$ cat src/design/splc_pkg.sv
`default_nettype none
package splc_pkg;

   // Control point storage
   localparam int MAX_POINTS = 64;
   localparam int IDX_W      = $clog2(MAX_POINTS);
   localparam int CNT_W      = 7;
   localparam int NCH        = 3;

   // Shared divider widths: dividend and pre-shifted divisor
   localparam int DIV_NW = 41;
   localparam int DIV_DW = DIV_NW + 7;

   // One control point position, all three channels
   typedef struct packed {
      logic [NCH-1:0][15:0] level;
      logic [NCH-1:0][15:0] bright;
   } pt_type;

endpackage
`default_nettype wire

$ cat src/design/splc_cell.sv
`default_nettype none
module splc_cell (
   input  wire logic               clock,
   input  wire logic               shift_en,
   input  wire logic               load_en,
   input  wire logic [1:0]         load_ch,
   input  wire logic [15:0]        load_level,
   input  wire logic [15:0]        load_bright,
   input  wire splc_pkg::pt_type   nxt,
   output      splc_pkg::pt_type   pt
);
   import splc_pkg::*;

   pt_type pt_ff;
   pt_type pt_in;

   // Rotate along the ring, or take a loaded point
   always_comb begin
      pt_in = pt_ff;
      if (shift_en) begin
         pt_in = nxt;
      end else if (load_en) begin
         case (load_ch)
            2'd0: begin
               pt_in.level[0]  = load_level;
               pt_in.bright[0] = load_bright;
            end
            2'd1: begin
               pt_in.level[1]  = load_level;
               pt_in.bright[1] = load_bright;
            end
            2'd2: begin
               pt_in.level[2]  = load_level;
               pt_in.bright[2] = load_bright;
            end
            default: begin
               pt_in = pt_ff;
            end
         endcase
      end
   end

   always_ff @(posedge clock) begin
      pt_ff <= pt_in;
   end

   assign pt = pt_ff;

endmodule
`default_nettype wire

$ cat config.mk
export PLATFORM = sky130hd
export DESIGN_NAME = splc_cell
export DESIGN_NICKNAME = d
export VERILOG_FILES = /design/src/design/splc_pkg.sv /design/src/design/splc_cell.sv
export SDC_FILE = /design/constraint.sdc
export NUM_CORES = 1
export LEC_CHECK = 0
export ABC_CLOCK_PERIOD_IN_PS = 7090
export BUFFER_PORTS_ARGS = -buffer_cell sky130_fd_sc_hd__buf_2
export CAP_MARGIN = 20
export CORE_UTILIZATION = 47
export CTS_BUF_LIST = sky130_fd_sc_hd__clkbuf_4 sky130_fd_sc_hd__clkbuf_8 sky130_fd_sc_hd__clkbuf_16
export CTS_CLUSTER_SIZE = 16
export DETAILED_ROUTE_END_ITERATION = 10
export GPL_ROUTABILITY_DRIVEN = 0
export HOLD_SLACK_MARGIN = 0.02
export PLACE_DENSITY_LB_ADDON = 0.15
export SYNTH_ARGS = -nofsm -noshare
export SYNTH_HDL_FRONTEND = slang
export SYNTH_SLANG_ARGS = --single-unit
$ cat constraint.sdc
create_clock -name clock -period 7.09 [get_ports clock]
set_input_delay 0.709 -clock clock [delete_from_list [all_inputs] [get_ports clock]]
set_output_delay 0.709 -clock clock [all_outputs]
set_load 0.03 [all_outputs]
==> impl_metrics.prom <==
# TYPE chip_impl_metric gauge
chip_impl_info{name="run_status",value="complete, no violations"} 1
chip_impl_info{name="synthDominantAreaCellType",value="edfxtp_1"} 1
chip_impl_metric{name="flow.area_growth_from_synthesis",unit="%"} 37.1
chip_impl_info{name="clock_tree_from_tritoncts",value="yes"} 1
chip_impl_metric{name="use_met2",unit=""} 0.393
chip_impl_metric{name="clock_path_buffers",unit=""} 2
chip_impl_metric{name="fin_tns_setup",unit="ns"} 0
chip_impl_metric{name="async_reset_ff_frac",unit=""} 0
chip_impl_metric{name="detailedPlace.worstSlack",unit="ns"} 4.75
chip_impl_metric{name="dr.pass1.iters",unit=""} 4
chip_impl_metric{name="drt_drc_violations_left",unit=""} 0
chip_impl_metric{name="tightest_slew",unit="ns"} 1.05
chip_impl_metric{name="finalNetCount",unit=""} 698
chip_impl_metric{name="die_outline_area",unit="um^2"} 8690
chip_impl_metric{name="grtUsageTotal",unit=""} 0.220
chip_impl_metric{name="cts.clk_slew.worst_paths",unit="ns"} 0.10
chip_impl_metric{name="grt_start_max_net_pins",unit=""} 96
chip_impl_metric{name="vdd_ir_drop_max",unit="V"} 0.000155
chip_impl_metric{name="critPathMaxFanout",unit=""} 95
chip_impl_info{name="synth_top_flop_cell",value="edfxtp_1"} 1
chip_impl_metric{name="max_cap_viol_count",unit=""} 0
chip_impl_metric{name="slew_violations",unit=""} 0
chip_impl_metric{name="fmax",unit="MHz"} 511
chip_impl_metric{name="initial_utilization",unit=""} 0.496
chip_impl_metric{name="clock_sink_count",unit=""} 96
chip_impl_metric{name="min_period_over_period",unit=""} 0.276
chip_impl_metric{name="detailed_place_hpwl",unit="um"} 6700
chip_impl_metric{name="layout_setup_ws",unit="ns"} 5.13
chip_impl_metric{name="dp.cells",unit=""} 656
chip_impl_metric{name="global_route.usage.met3",unit=""} 0.0415
chip_impl_metric{name="final_cell_area",unit="um^2"} 5360
chip_impl_metric{name="vias",unit=""} 3140
chip_impl_metric{name="grt_pass1_wl",unit="um"} 14300
chip_impl_metric{name="ctsHtreeMaxLevel",unit=""} 3
chip_impl_metric{name="pwr_density_cell",unit="nW/um^2"} 260
chip_impl_metric{name="top_level_ports",unit=""} 229
chip_impl_metric{name="antenna_violating_nets_post_route",unit=""} 0
chip_impl_metric{name="synth.top_cell.area_share",unit=""} 0.738
chip_impl_info{name="cts.root.buffer_cell",value="clkbuf_8"} 1
chip_impl_metric{name="detailedRoute.firstIterationViolations",unit=""} 107
chip_impl_info{name="worst_setup_path_start_kind",value="input pin"} 1
chip_impl_info{name="synth_area_leaders",value="edfxtp_1 (74%), nand2_1 (18%), nand2b_1 (5.3%), buf_2 (1.2%), buf_4 (0.38%)"} 1
chip_impl_metric{name="std_cell_rows",unit=""} 32
chip_impl_metric{name="post_dp_cell_area",unit="um^2"} 5140
chip_impl_metric{name="cp.required",unit="ns"} 7.19
chip_impl_metric{name="netlist_instances",unit=""} 339
chip_impl_info{name="synthMostInstantiatedCell",value="nand2_1"} 1
chip_impl_metric{name="portBuffers",unit=""} 228
chip_impl_metric{name="drive_gt1_frac",unit=""} 0.435
chip_impl_metric{name="yosys_warnings",unit=""} 0
chip_impl_metric{name="grt_antenna_before_repair",unit=""} 0
chip_impl_info{name="unrepaired_setup_endpoints_after_global_routing",value="no"} 1
chip_impl_info{name="timing.setup.critical_path_class",value="in -> reg"} 1
chip_impl_metric{name="timing.final.hold_violations",unit=""} 0
chip_impl_metric{name="syn-mean-instance-area",unit="um^2"} 11.5
chip_impl_metric{name="max_reg_flops",unit=""} 96
chip_impl_metric{name="dieWidth",unit="um"} 93.2
chip_impl_info{name="synth.cells.most_frequent",value="nand2_1 (192), edfxtp_1 (96), nand2b_1 (33)"} 1
chip_impl_metric{name="grt-ovfl-total",unit=""} 0
chip_impl_metric{name="synth_enable_flop_cells",unit=""} 96
chip_impl_metric{name="via_count_of_the_first_global_routing_pass",unit=""} 2961
chip_impl_metric{name="yosysUniqueCellTypes",unit=""} 9
chip_impl_metric{name="post_cts.repair.setup_buffers",unit=""} 0
chip_impl_metric{name="numCtsBuffers",unit=""} 9
chip_impl_info{name="critical_path.endpoint_type",value="flip-flop"} 1
chip_impl_metric{name="critical_path_arrival",unit="ns"} 2.06
chip_impl_metric{name="synth_nets",unit=""} 472
chip_impl_metric{name="vias_per_cell",unit=""} 4.67
chip_impl_metric{name="postSynthRegisterBits",unit=""} 96
chip_impl_metric{name="gates_resized_cts_repair",unit=""} 0
chip_impl_metric{name="syn_area",unit="um^2"} 3910
chip_impl_metric{name="hold_fix_buffers_cts",unit=""} 0
chip_impl_metric{name="synth.yosys.seq_area_share",unit=""} 0.738
chip_impl_metric{name="finalSetupViolations",unit=""} 0
chip_impl_metric{name="antennaDiodeCount",unit=""} 0
chip_impl_metric{name="post_layout_nonfiller_instances",unit=""} 672
chip_impl_metric{name="total_power",unit="W"} 0.00139
chip_impl_metric{name="timing.max_slew.rel_slack",unit=""} 0.298
chip_impl_metric{name="routed_wl",unit="um"} 9340
chip_impl_info{name="gr-max-usage-layer",value="met2"} 1
chip_impl_metric{name="crit_path_time_final",unit="ns"} 1.96
chip_impl_metric{name="placeableCoreArea",unit="um^2"} 7890
chip_impl_info{name="min_path_type",value="in -> reg"} 1
chip_impl_metric{name="globalRouteMet1Util",unit=""} 0.264
chip_impl_metric{name="wire_per_inst",unit="um"} 13.9
chip_impl_metric{name="die_height",unit="um"} 93.2
chip_impl_metric{name="p_leak",unit="nW"} 2.70
kinds of logic after synthesis:
family,after synthesis,synth area share
simple gates,225,0.237
buf+inv,15,0.0192
compound gates,3,0.00608
flops,96,0.738
where the power goes:
part           switching, W  total (W)  internal, W
Combinational      0.000208   0.000293    0.0000853
Sequential        0.0000142   0.000711     0.000697
Clock              0.000189   0.000388     0.000199
layout by cell type, fill, tap and decap left out:
master / count
o21bai_4: 2
clkbuf_8: 9
inv_6: 1
clkinvlp_4: 1
buf_2: 227
a31o_2: 1
clkinv_2: 2
nand2_1: 192
edfxtp_1: 96
inv_1: 1
nand2b_1: 33
clkinv_4: 1
buf_4: 2
bufinv_16: 2
worst max-delay path, stage by stage:
cell and delay, ns:
buf_4 0.29, buf_4 0.69, nand2b_1 0.26, nand2_1 0.08
through the flow:
stage | hold WS, ns | utilization
final | 0.624 | 0.679
after global placement | 0.981 | 0.651
after detailed placement | 0.983 | 0.651
after CTS | 0.612 | 0.679
after floorplan | 0.891 | -
after global routing | 0.620 | 0.679
metal layers:
layer / up-vias / part of all wire / wire length (um)
met1: 1405 / 0.38 / 3580
li1: 1565 / - / -
met3: 14 / 0.074 / 696
met5: - / 0 / 0
met2: 156 / 0.52 / 4890
met4: 0 / 0.019 / 182
layout make-up:
type,count,area (um^2)
flip-flops and latches,96,2880
fillers,639,2530
repair buffers,229,1150
multi-input cells,228,973
well taps,102,128
clock buffers,9,124
clock inverters,7,95.1
inverters,1,3.75
path summary, 6_finish.rpt:
kind / from / endpoint / cells past startpoint
worst max-delay path: shift_en / pt[53] / 4
worst min-delay path: nxt[22] / pt[22] / 3
No activity file was read; power rests on OpenSTA's default activity.
