### src/design/splc_pkg.sv
`default_nettype none
package splc_pkg;

   // Control point storage
   localparam int MAX_POINTS = 64;
   localparam int IDX_W      = $clog2(MAX_POINTS);
   localparam int CNT_W      = 7;
   localparam int NCH        = 3;

   // Shared divider widths: dividend and pre-shifted divisor
   localparam int DIV_NW = 41;
   localparam int DIV_DW = DIV_NW + 7;

   // One control point position, all three channels
   typedef struct packed {
      logic [NCH-1:0][15:0] level;
      logic [NCH-1:0][15:0] bright;
   } pt_type;

endpackage
`default_nettype wire

### src/design/splc_div8.sv
`default_nettype none
module splc_div8 (
   input  wire logic                        clock,
   input  wire logic                        reset,
   input  wire logic                        start,
   input  wire logic [splc_pkg::DIV_NW-1:0] num,
   input  wire logic [splc_pkg::DIV_NW-1:0] den,
   output      logic                        done,
   output      logic [7:0]                  quot
);
   import splc_pkg::*;

   logic [DIV_NW-1:0] rem_ff;
   logic [DIV_DW-1:0] dsh_ff;
   logic [7:0]        q_ff;
   logic [2:0]        cnt_ff;
   logic              busy_ff;
   logic              done_ff;
   logic              ge;

   // Trial subtract of the shifted divisor
   assign ge = ({7'd0, rem_ff} >= dsh_ff);

   // Control: one quotient bit per cycle, eight quotient bits in all
   always_ff @(posedge clock) begin
      if (reset) begin
         busy_ff <= 1'b0;
         done_ff <= 1'b0;
         cnt_ff  <= 3'd0;
      end else begin
         done_ff <= 1'b0;
         if (start) begin
            busy_ff <= 1'b1;
            cnt_ff  <= 3'd0;
         end else if (busy_ff) begin
            cnt_ff <= cnt_ff + 3'd1;
            if (cnt_ff == 3'd7) begin
               busy_ff <= 1'b0;
               done_ff <= 1'b1;
            end
         end
      end
   end

   // Datapath: remainder, divisor and quotient shift
   always_ff @(posedge clock) begin
      if (start) begin
         rem_ff <= num;
         dsh_ff <= {den, 7'd0};
         q_ff   <= 8'd0;
      end else if (busy_ff) begin
         if (ge) begin
            rem_ff <= rem_ff - dsh_ff[DIV_NW-1:0];
         end
         q_ff   <= {q_ff[6:0], ge};
         dsh_ff <= {1'b0, dsh_ff[DIV_DW-1:1]};
      end
   end

   assign done = done_ff;
   assign quot = q_ff;

endmodule
`default_nettype wire

### config.mk
export PLATFORM = sky130hd
export DESIGN_NAME = splc_div8
export DESIGN_NICKNAME = d
export VERILOG_FILES = /design/src/design/splc_pkg.sv /design/src/design/splc_div8.sv
export SDC_FILE = /design/constraint.sdc
export NUM_CORES = 1
export LEC_CHECK = 0
export BUFFER_PORTS_ARGS = -buffer_cell sky130_fd_sc_hd__buf_2
export CORE_MARGIN = 4
export CORE_UTILIZATION = 47
export CTS_CLUSTER_SIZE = 14
export DETAILED_ROUTE_END_ITERATION = 12
export PLACE_DENSITY = 0.8
export SYNTH_ARGS = -nofsm -noshare
export SYNTH_HDL_FRONTEND = slang
export SYNTH_SLANG_ARGS = --single-unit
### constraint.sdc
create_clock -name clock -period 5.6 [get_ports clock]
set_input_delay 0.56 -clock clock [delete_from_list [all_inputs] [get_ports clock]]
set_output_delay 0.56 -clock clock [all_outputs]
set_load 0.03 [all_outputs]
==> summary.txt, run 1 <==
Synthesis
  • Sequential area share after synthesis: 41.46%
  • Unique masters post-synth: 62
  • Synth Register Bits: 102
  • Synthesized net count: 908
  • Syn. warnings: 0
  • Synthesized instance count: 779
  • Synth area leaders: edfxtp_1 (36%), nand2_1 (8.0%), ha_1 (7.8%), dfxtp_1 (5.8%), o21ai_0 (5.7%)
  • Synth area leader: edfxtp_1
  • Syn_area_per_cell: 8.863 um2
  • Yosys top cell area share: 35.67%
  • Most frequent cell after synthesis: nand2_1
  • Number of flops mapped to enable cells by yosys: 82
  • Top FF cell, synth: edfxtp_1
  • Post-synth ARST share: 0%
  • Post-synthesis instance area: 6904 um2
  • Post-synth top cells: nand2_1 (148), edfxtp_1 (82), o21ai_0 (79)

Die
  • Die extent in x: 129.2 um
  • Die area: 16690 um2
  • I/O Pins: 94
  • Core footprint: 14480 um2
  • DIE HEIGHT: 129.2 um
  • Starting density of the core: 47.68%
  • # rows: 44

Route
  • WL per Instance: 15.62 um
  • DR vias: 5761
  • DR vias/cell: 5.582
  • Drc violations: 0
  • Detail Route Antenna Nets: 0
  • Starting DRT DRC Count: 399
  • DRT Wirelength: 16120 um
  • Number of iterations in the first detailed-routing pass: 5

Timing
  • Period minus WS final: 3.079 ns
  • RSZ-0062 raised after global routing: no
  • Fmax: 324.8 MHz
  • Final period util: 54.97%
  • Clock Skew: 0.008692 ns
  • Max-slew violations: 0
  • Setup TNS: 0 ns
  • Max transition margin: 40.90%
  • Final hold vios: 0
  • Finish-stage setup viols: 0
  • Hold WS: 0.4300 ns
  • Worst-Margin Slew: 0.8847 ns

Global route
  • Vias in the first global route: 5420
  • Congestion Overflow GR: 0
  • Largest net degree at the start of global routing: 93
  • Initial antenna violation count: 0
  • Global-route wire length before repair: 26140 um
  • Total Routing Usage GR: 19.63%

Power
  • Leak: 3.275 nW
  • Max IR drop VDD: 181.5 uV
  • Pwr dens: 327.8 nW/um2

Clock tree
  • TritonCTS buffer count: 9
  • Sink Count: 102
  • Worst-Skew Late Latency: 0.36 ns
  • CTS hold repair buffers: 0
  • Clock transition at path regs: 0.07 ns
  • CTS root buf: clkbuf_16
  • CTS Buffer Depth: 2
  • Cts repair resizes: 0
  • CTS tree: done
  • H-tree Lvls: 3
  • Post-CTS Setup Bufs: 0

Finish
  • Util after Layout: 53.38%
  • Area Growth Syn to Fin: 11.94%
  • Final #Nets: 972
  • N_diodes: 0
  • Share of cells above drive strength 1: 15.45%

Worst setup path
  • CP Max Fanout: 22
  • Critical Path Max Stage Delay: 0.40 ns
  • CP cell instances: inv_1, ha_1, fa_1, nand2b_1, nor2b_1, o21ai_1, a211o_1, o221ai_2, nand2_1, nor2_1, o311ai_4, buf_4
  • Buf/Inv on CP: 2
  • CP Class: flip-flop to flip-flop
  • Worst path slowest cell: fa_1
  • Worst setup SP type: flip-flop
  • Required time worst endpoint: 5.62 ns
  • Critical Path AT: 3.10 ns
  • CP top delay family: compound AO/OA/AOI/OAI gates
  • Critical path endpoint category: flip-flop

Placement
  • Detailed placer's ending HPWL: 11940 um
  • Port Buffers: 93
  • Routability cong.: 0.9060

Run
  • Max-Cap Viols: 0

Worst hold path
  • Worst min-delay path class: input pin to flip-flop

Status
  • Status: finished clean
-- worst register-to-register path, delay by kind of cell (launching register included) --
family	cells	cell delay, ns
buf+inv	2	0.41
compound gates	4	0.86
fa+ha+maj	2	0.61
flops	1	0.32
simple gates	4	0.54
-- report_power, final --
part           internal [W]  leakage, nW  switching [W]
Combinational      0.000372         2.12       0.000557
Sequential         0.000928         1.00      0.0000324
Clock              0.000367        0.153       0.000277
-- cell families after synthesis --
family | count (synthesis) | synth area share (%)
xor gates and xnor gates | 34 | 4.313
adders and majority gates | 44 | 8.083
AOI/OAI and AO/OA | 222 | 20.57
and+or+nand+nor | 264 | 16.82
buffers and inverters | 95 | 6.143
muxes | 18 | 2.610
DFF | 102 | 41.46
-- sequential cells by signal, summed over array words and instances (netlist names) --
register  count
done          1
rem_ff       41
dsh_ff       48
busy_ff       1
quot          8
cnt_ff        3
-- placed cells by master (no fill, tap or decap), types with 3 or more instances in the layout --
cell type,Yosys,routed
nand4_1,7,7
o31ai_1,3,3
o21ai_1,12,12
nor2b_1,3,3
a21o_1,22,22
buf_2,9,92
a221oi_1,4,4
and2_1,8,8
dfxtp_1,20,19
buf_4,3,6
nand3_1,11,11
nand2b_1,9,9
a22o_1,10,10
mux2i_1,18,18
and3_1,4,4
o21bai_1,4,4
o21a_1,7,7
o211ai_1,7,7
clkbuf_16,0,11
inv_1,50,50
nor2_1,41,41
nor4_1,6,6
a31oi_1,3,3
a211oi_1,3,3
o21ai_0,79,79
xnor2_1,19,19
a21oi_2,6,6
xor2_1,15,15
a21oi_1,39,39
edfxtp_1,82,82
ha_1,43,43
nor3_1,17,17
nand2_1,148,148
-- worst paths after layout --
kind                            startpoint         to  slack [ns]  cells after the start
worst max-delay path             rem_ff[0]  rem_ff[2]        2.52                     12
worst max register to register   rem_ff[0]  rem_ff[2]        2.52                     12
worst min-delay path                 reset    busy_ff        0.43                      2
worst min register to register     quot[7]    quot[7]        0.50                      2
-- through the flow --
step / power, W / cells / instance area, um2 / worst slack, ns
6_report: 0.002533 / 1032 / 7729 / 2.521
5_1_grt: 0.002688 / 1032 / 7729 / 2.316
4_1_cts: 0.002539 / 1032 / 7729 / 2.502
3_5_place_dp: 0.001892 / 1016 / 7422 / 2.513
3_3_place_gp: 0.001872 / 1016 / 7422 / 2.615
2_1_floorplan: 0.001704 / 779 / 6904 / 0.02727
-- layout make-up --
cell class | count | area, um2
Fill cell | 1364 | 6750
Tap cell | 184 | 230.2
Clock inverter | 2 | 10.01
Sequential cell | 102 | 2864
Multi-Input combinational cell | 582 | 3635
Inverter | 50 | 187.7
Timing Repair Buffer | 98 | 505.5
Clock buffer | 14 | 296.5
-- metal layers --
layer  global-route usage, %  vias to the layer above  share of wire (%)  wire length [um]
li1                        -                     2901                  -                 -
met1                   27.19                     2689                 47              7609
met2                   31.04                      152                 45              7310
met3                   5.070                       19                6.2              1001
met4                   4.694                        0                1.3               202
met5                       0                        -                  0                 0
(Power assumes the default switching activity.)
==> run 2, diff against run 1 <==
- PLACE_DENSITY: 0.8 -> 0.77
- clock period: 5.6 -> 3.2 ns (I/O delays scaled with it)
==> run 2 against run 1 <==
Against the previous run:
- die area did not move
- critical path depth fell by 2
- highest routed layer unchanged
- cell count rose by 0.39%
- fmax rose by 7.4%
- sequential share of layout area fell by 0.33 points
- clock skew barely moved
- via count fell by 0.38%
- first-iteration DRC count fell by 20%
- routed wire length rose by 2.9%
- flip-flop and latch count did not move
- global-route usage rose by 0.50 points
==> summary.txt, run 2 (synthesized netlist as in run 1, its figures left out) <==
Clock tree
  • CTS root buf: clkbuf_16
  • Worst-Skew Late Latency: 0.36 ns
  • Post-CTS Setup Bufs: 0
  • CTS Buffer Depth: 2
  • CTS hold repair buffers: 0
  • Cts repair resizes: 0
  • H-tree Lvls: 3
  • Sink Count: 102
  • CTS tree: done
  • Clock transition at path regs: 0.07 ns
  • TritonCTS buffer count: 9

Timing
  • Max-slew violations: 0
  • Final hold vios: 0
  • Fmax: 348.8 MHz
  • RSZ-0062 raised after global routing: no
  • Clock Skew: 0.008406 ns
  • Final period util: 89.60%
  • Hold WS: 0.1879 ns
  • Period minus WS final: 2.867 ns
  • Worst-Margin Slew: 0.9204 ns
  • Setup TNS: 0 ns
  • Finish-stage setup viols: 0
  • Max transition margin: 38.51%

Finish
  • Filler instances: 1410
  • Share of cells above drive strength 1: 16.67%
  • Area of the multi-input gates: 3677 um2
  • Reg area: 2864 um2
  • Most common cell after layout, fill and taps aside: nand2_1
  • Util after Layout: 53.85%
  • Final #Nets: 976
  • Largest Register: dsh_ff
  • Number of flip-flops in the largest register: 48
  • Most frequent cells in the layout: nand2_1 (147), buf_2 (92), edfxtp_1 (82)
  • N_diodes: 0
  • Area Growth Syn to Fin: 12.94%

Worst setup path
  • Flop-to-flop setup slack: 0.33 ns
  • CP top delay family: compound AO/OA/AOI/OAI gates
  • RR Endpoint: rem_ff[24]
  • Worst setup SP type: flip-flop
  • Worst setup path end: rem_ff[24]
  • Critical Path Max Stage Delay: 0.53 ns
  • CP cell instances: ha_1, a21oi_1, o21ai_1, nor3_1, o211ai_1, a221oi_1, nand2_2, nor2_4, o311ai_4, buf_12
  • Critical path endpoint category: flip-flop
  • Worst Setup SP: rem_ff[21]
  • Buf/Inv on CP: 1
  • Critical Path AT: 2.98 ns
  • CP Max Fanout: 21
  • Required time worst endpoint: 3.31 ns
  • Critical path depth in cells: 10
  • Reg-to-reg startpoint: rem_ff[21]
  • CP Class: flip-flop to flip-flop
  • Worst path slowest cell: a221oi_1
  • Cells on worst reg2reg path: 10

Route
  • Starting DRT DRC Count: 319
  • Detail Route Antenna Nets: 0
  • DR vias/cell: 5.540
  • Number of iterations in the first detailed-routing pass: 5
  • WL per Instance: 16.01 um
  • Drc violations: 0
  • DR vias: 5739
  • DRT Wirelength: 16590 um

Global route
  • Largest net degree at the start of global routing: 62
  • Congestion Overflow GR: 0
  • Global-route wire length before repair: 26850 um
  • Total Routing Usage GR: 20.13%
  • Vias in the first global route: 5574
  • Initial antenna violation count: 0

Status
  • Status: finished clean

Placement
  • Port Buffers: 93
  • Routability cong.: 0.9065
  • Detailed placer's ending HPWL: 12260 um

Power
  • Total power: 0.004410 W
  • Pwr dens: 565.6 nW/um2
  • Leak: 3.291 nW
  • Max IR drop VDD: 307.6 uV

Die
  • # rows: 44
  • Core footprint: 14480 um2
  • Starting density of the core: 47.68%
  • Die area: 16690 um2
  • DIE HEIGHT: 129.2 um
  • Die extent in x: 129.2 um
  • I/O Pins: 94

Worst hold path
  • Worst Min Path Start: reset
  • Worst min-delay path class: input pin to flip-flop

Run
  • Max-Cap Viols: 0
[run 2: layout make-up]
class	count	share of cell area [%]
Clock inverter	4	0.4012
Inverter	50	2.407
Timing Repair Buffer	102	7.189
Tap cell	184	2.953
Sequential cell	102	36.73
Multi-Input combinational cell	582	47.16
Clock buffer	12	3.161
[run 2: worst min-delay path by stage]
stage | to | cells after the start
final | busy_ff | 2
after global routing | busy_ff | 2
after CTS | busy_ff | 2
after detailed placement | dsh_ff[0] | 2
after global placement | quot[7] | 2
after floorplan | busy_ff | 1
[run 2: layer usage]
metal | wire length, um | up-vias | global-route usage [%]
met5 | 0 | - | 0
li1 | - | 2908 | -
met2 | 7748 | 160 | 33.14
met3 | 975 | 16 | 4.328
met4 | 238 | 0 | 5.744
met1 | 7628 | 2655 | 26.89
[run 2: report_power, final]
part	switching (W)	total (W)	internal [W]
sequential	0.0000640	0.00169	0.00162
combinational	0.00100	0.00167	0.000668
clock	0.000496	0.00105	0.000556
[run 2: stage by stage]
step,setup WS [ns],cells,cell area (um2)
floorplan,-0.03096,779,6974
global placement,0.4494,1020,7520
detailed placement,0.3607,1020,7520
CTS,0.3490,1036,7797
global route,0.1689,1036,7797
finish,0.3327,1036,7797
==> run 3, diff against run 2 <==
- BUFFER_PORTS_ARGS: -buffer_cell sky130_fd_sc_hd__buf_2 -> -buffer_cell sky130_fd_sc_hd__buf_4
- RECOVER_POWER: not set -> 25
==> run 3 against run 2 <==
Against the previous run:
- fmax is 0.17% lower
- register-to-register slack hardly changed
- sequential power barely moved
- utilization increased by 1.4 points
- critical path depth is the same
- hold slack worse by 0.030 ns
- first-iteration DRC count is 13% higher
- non-clock buffer count unchanged
- combinational power barely moved
- power increased by 1.8%
- routed wire length shrank 1.4%
- clock skew is essentially flat
- critical path type unchanged
==> summary.txt, run 3 (synthesized netlist as in run 1, its figures left out) <==
Status
  • Status: finished clean

Placement
  • Pre-CTS setup slack: 0.3694 ns
  • Routability cong.: 0.9051
  • Port Buffers: 93
  • Inst Count DP: 1020
  • Detailed placer's ending HPWL: 11950 um

Route
  • Drc violations: 0
  • DR vias: 5705
  • Detail Route Antenna Nets: 0
  • DRT Wirelength: 16360 um
  • DR vias/cell: 5.507
  • Starting DRT DRC Count: 360
  • WL per Instance: 15.79 um
  • Number of iterations in the first detailed-routing pass: 5

Global route
  • Vias in the first global route: 5480
  • Global-route wire length before repair: 26760 um
  • Initial antenna violation count: 0
  • Congestion Overflow GR: 0
  • Total Routing Usage GR: 19.96%
  • Largest net degree at the start of global routing: 78

Worst setup path
  • Required time worst endpoint: 3.23 ns
  • Critical Path Max Stage Delay: 0.44 ns
  • Cells on worst reg2reg path: 10
  • CP top delay family: simple AND/OR/NAND/NOR gates
  • Buf/Inv on CP: 2
  • Reg-to-reg startpoint: dsh_ff[24]
  • CP Class: flip-flop to flip-flop
  • RR Endpoint: rem_ff[25]
  • CP cell instances: inv_1, ha_1, and3_1, nand4_1, nor3_1, o221ai_2, nand2_2, nor2_4, o311ai_4, buf_12
  • Worst path slowest cell: ha_1
  • Critical Path AT: 2.91 ns
  • Worst Setup SP: dsh_ff[24]
  • Flop-to-flop setup slack: 0.33 ns
  • Worst setup SP type: flip-flop
  • CP Max Fanout: 41
  • Critical path endpoint category: flip-flop

Clock tree
  • H-tree Lvls: 3
  • CTS tree: done
  • Post-CTS Setup Bufs: 0
  • CTS Buffer Depth: 2
  • Worst-Skew Late Latency: 0.35 ns
  • Sink Count: 102
  • TritonCTS buffer count: 9
  • Cts repair resizes: 0
  • Clock transition at path regs: 0.07 ns
  • CTS hold repair buffers: 0
  • CTS root buf: clkbuf_16

Timing
  • Max-slew violations: 0
  • Worst-Margin Slew: 1.329 ns
  • Hold WS: 0.1583 ns
  • Finish-stage setup viols: 0
  • Clock Skew: 0.008453 ns
  • RSZ-0062 raised after global routing: no
  • Final hold vios: 0
  • Max transition margin: 11.41%
  • Fmax: 348.2 MHz
  • Period minus WS final: 2.872 ns
  • Final WS setup: 0.3277 ns
  • Final period util: 89.76%

Die
  • Die area: 16690 um2
  • Die extent in x: 129.2 um
  • DIE HEIGHT: 129.2 um
  • # rows: 44
  • Core footprint: 14480 um2
  • Starting density of the core: 47.68%
  • I/O Pins: 94

Finish
  • Area of the multi-input gates: 3677 um2
  • Most frequent cells in the layout: nand2_1 (147), buf_4 (88), edfxtp_1 (82)
  • Share of cells above drive strength 1: 15.49%
  • Largest Register: dsh_ff
  • Final #Nets: 976
  • Filler instances: 1364
  • Finished Layout Cells: 1036
  • Util after Layout: 55.21%
  • Most common cell after layout, fill and taps aside: nand2_1
  • Number of flip-flops in the largest register: 48
  • Reg area: 2863 um2
  • N_diodes: 0
  • Area Growth Syn to Fin: 15.78%

Power
  • Cell-internal power: 0.002928 W
  • Switch Pwr: 0.001560 W
  • Comb power frac: 37.8%
  • Sw frac: 34.76%
  • Max IR drop VDD: 359.1 uV
  • Clock Power Share: 24.8%
  • Power share of the sequential group: 37.4%
  • Leak: 3.326 nW
  • Pwr dens: 561.4 nW/um2

Worst hold path
  • Hold path depth: 2
  • Worst min-delay path class: input pin to flip-flop
  • Hold Path Sink: busy_ff
  • Worst Min Path Start: reset

Run
  • Max-Cap Viols: 0
[run 3: layout make-up]
type                            instances  area share [%]
Clock inverter                          4          0.4383
Inverter                               50           2.348
Timing Repair Buffer                  102           9.172
Clock buffer                           12           3.350
Tap cell                              184           2.880
Multi-Input combinational cell        582           46.00
Sequential cell                       102           35.81
[run 3: routing by layer]
layer  wire length (um)  vias to the layer above  GRT usage (%)
met2               7528                      153          32.38
met5                  0                        -              0
li1                   -                     2903              -
met1               7615                     2631          27.46
met3                995                       18          3.751
met4                219                        0          5.559
[run 3: how the worst max path moves through the flow]
stage / to / slack (ns) / depth (start not counted)
3_5_place_dp: rem_ff[29] / 0.37 / 10
5_1_grt: rem_ff[25] / 0.14 / 10
2_1_floorplan: rem_ff[0] / -0.03 / 11
3_3_place_gp: rem_ff[30] / 0.45 / 10
6_report: rem_ff[25] / 0.33 / 10
4_1_cts: rem_ff[25] / 0.35 / 10
[run 3: per-stage QoR]
| stage | setup TNS (ns) | total power (W) | instance area [um2] |
|---|---|---|---|
| 3_5_place_dp | 0 | 0.003382 | 7737 |
| 5_1_grt | 0 | 0.004774 | 7994 |
| 6_report | 0 | 0.004488 | 7994 |
| 2_1_floorplan | -1.269 | 0.003009 | 6974 |
| 3_3_place_gp | 0 | 0.003364 | 7737 |
| 4_1_cts | 0 | 0.004503 | 8040 |
[run 3: power by group through the flow]
stage	clock network, W	logic, W	registers [W]
6_report	0.00111	0.00170	0.00168
5_1_grt	0.00119	0.00189	0.00170
4_1_cts	0.00114	0.00169	0.00168
3_5_place_dp	0	0.00167	0.00171
3_3_place_gp	0	0.00166	0.00170
2_1_floorplan	0	0.00132	0.00169
[run 3: worst reg2reg max path: cells and delay by family, from the launching register on]
family	cells	cell delay, ns
fa+ha+maj	1	0.44
buf+inv	2	0.36
simple gates	5	0.98
compound gates	2	0.44
flops	1	0.34
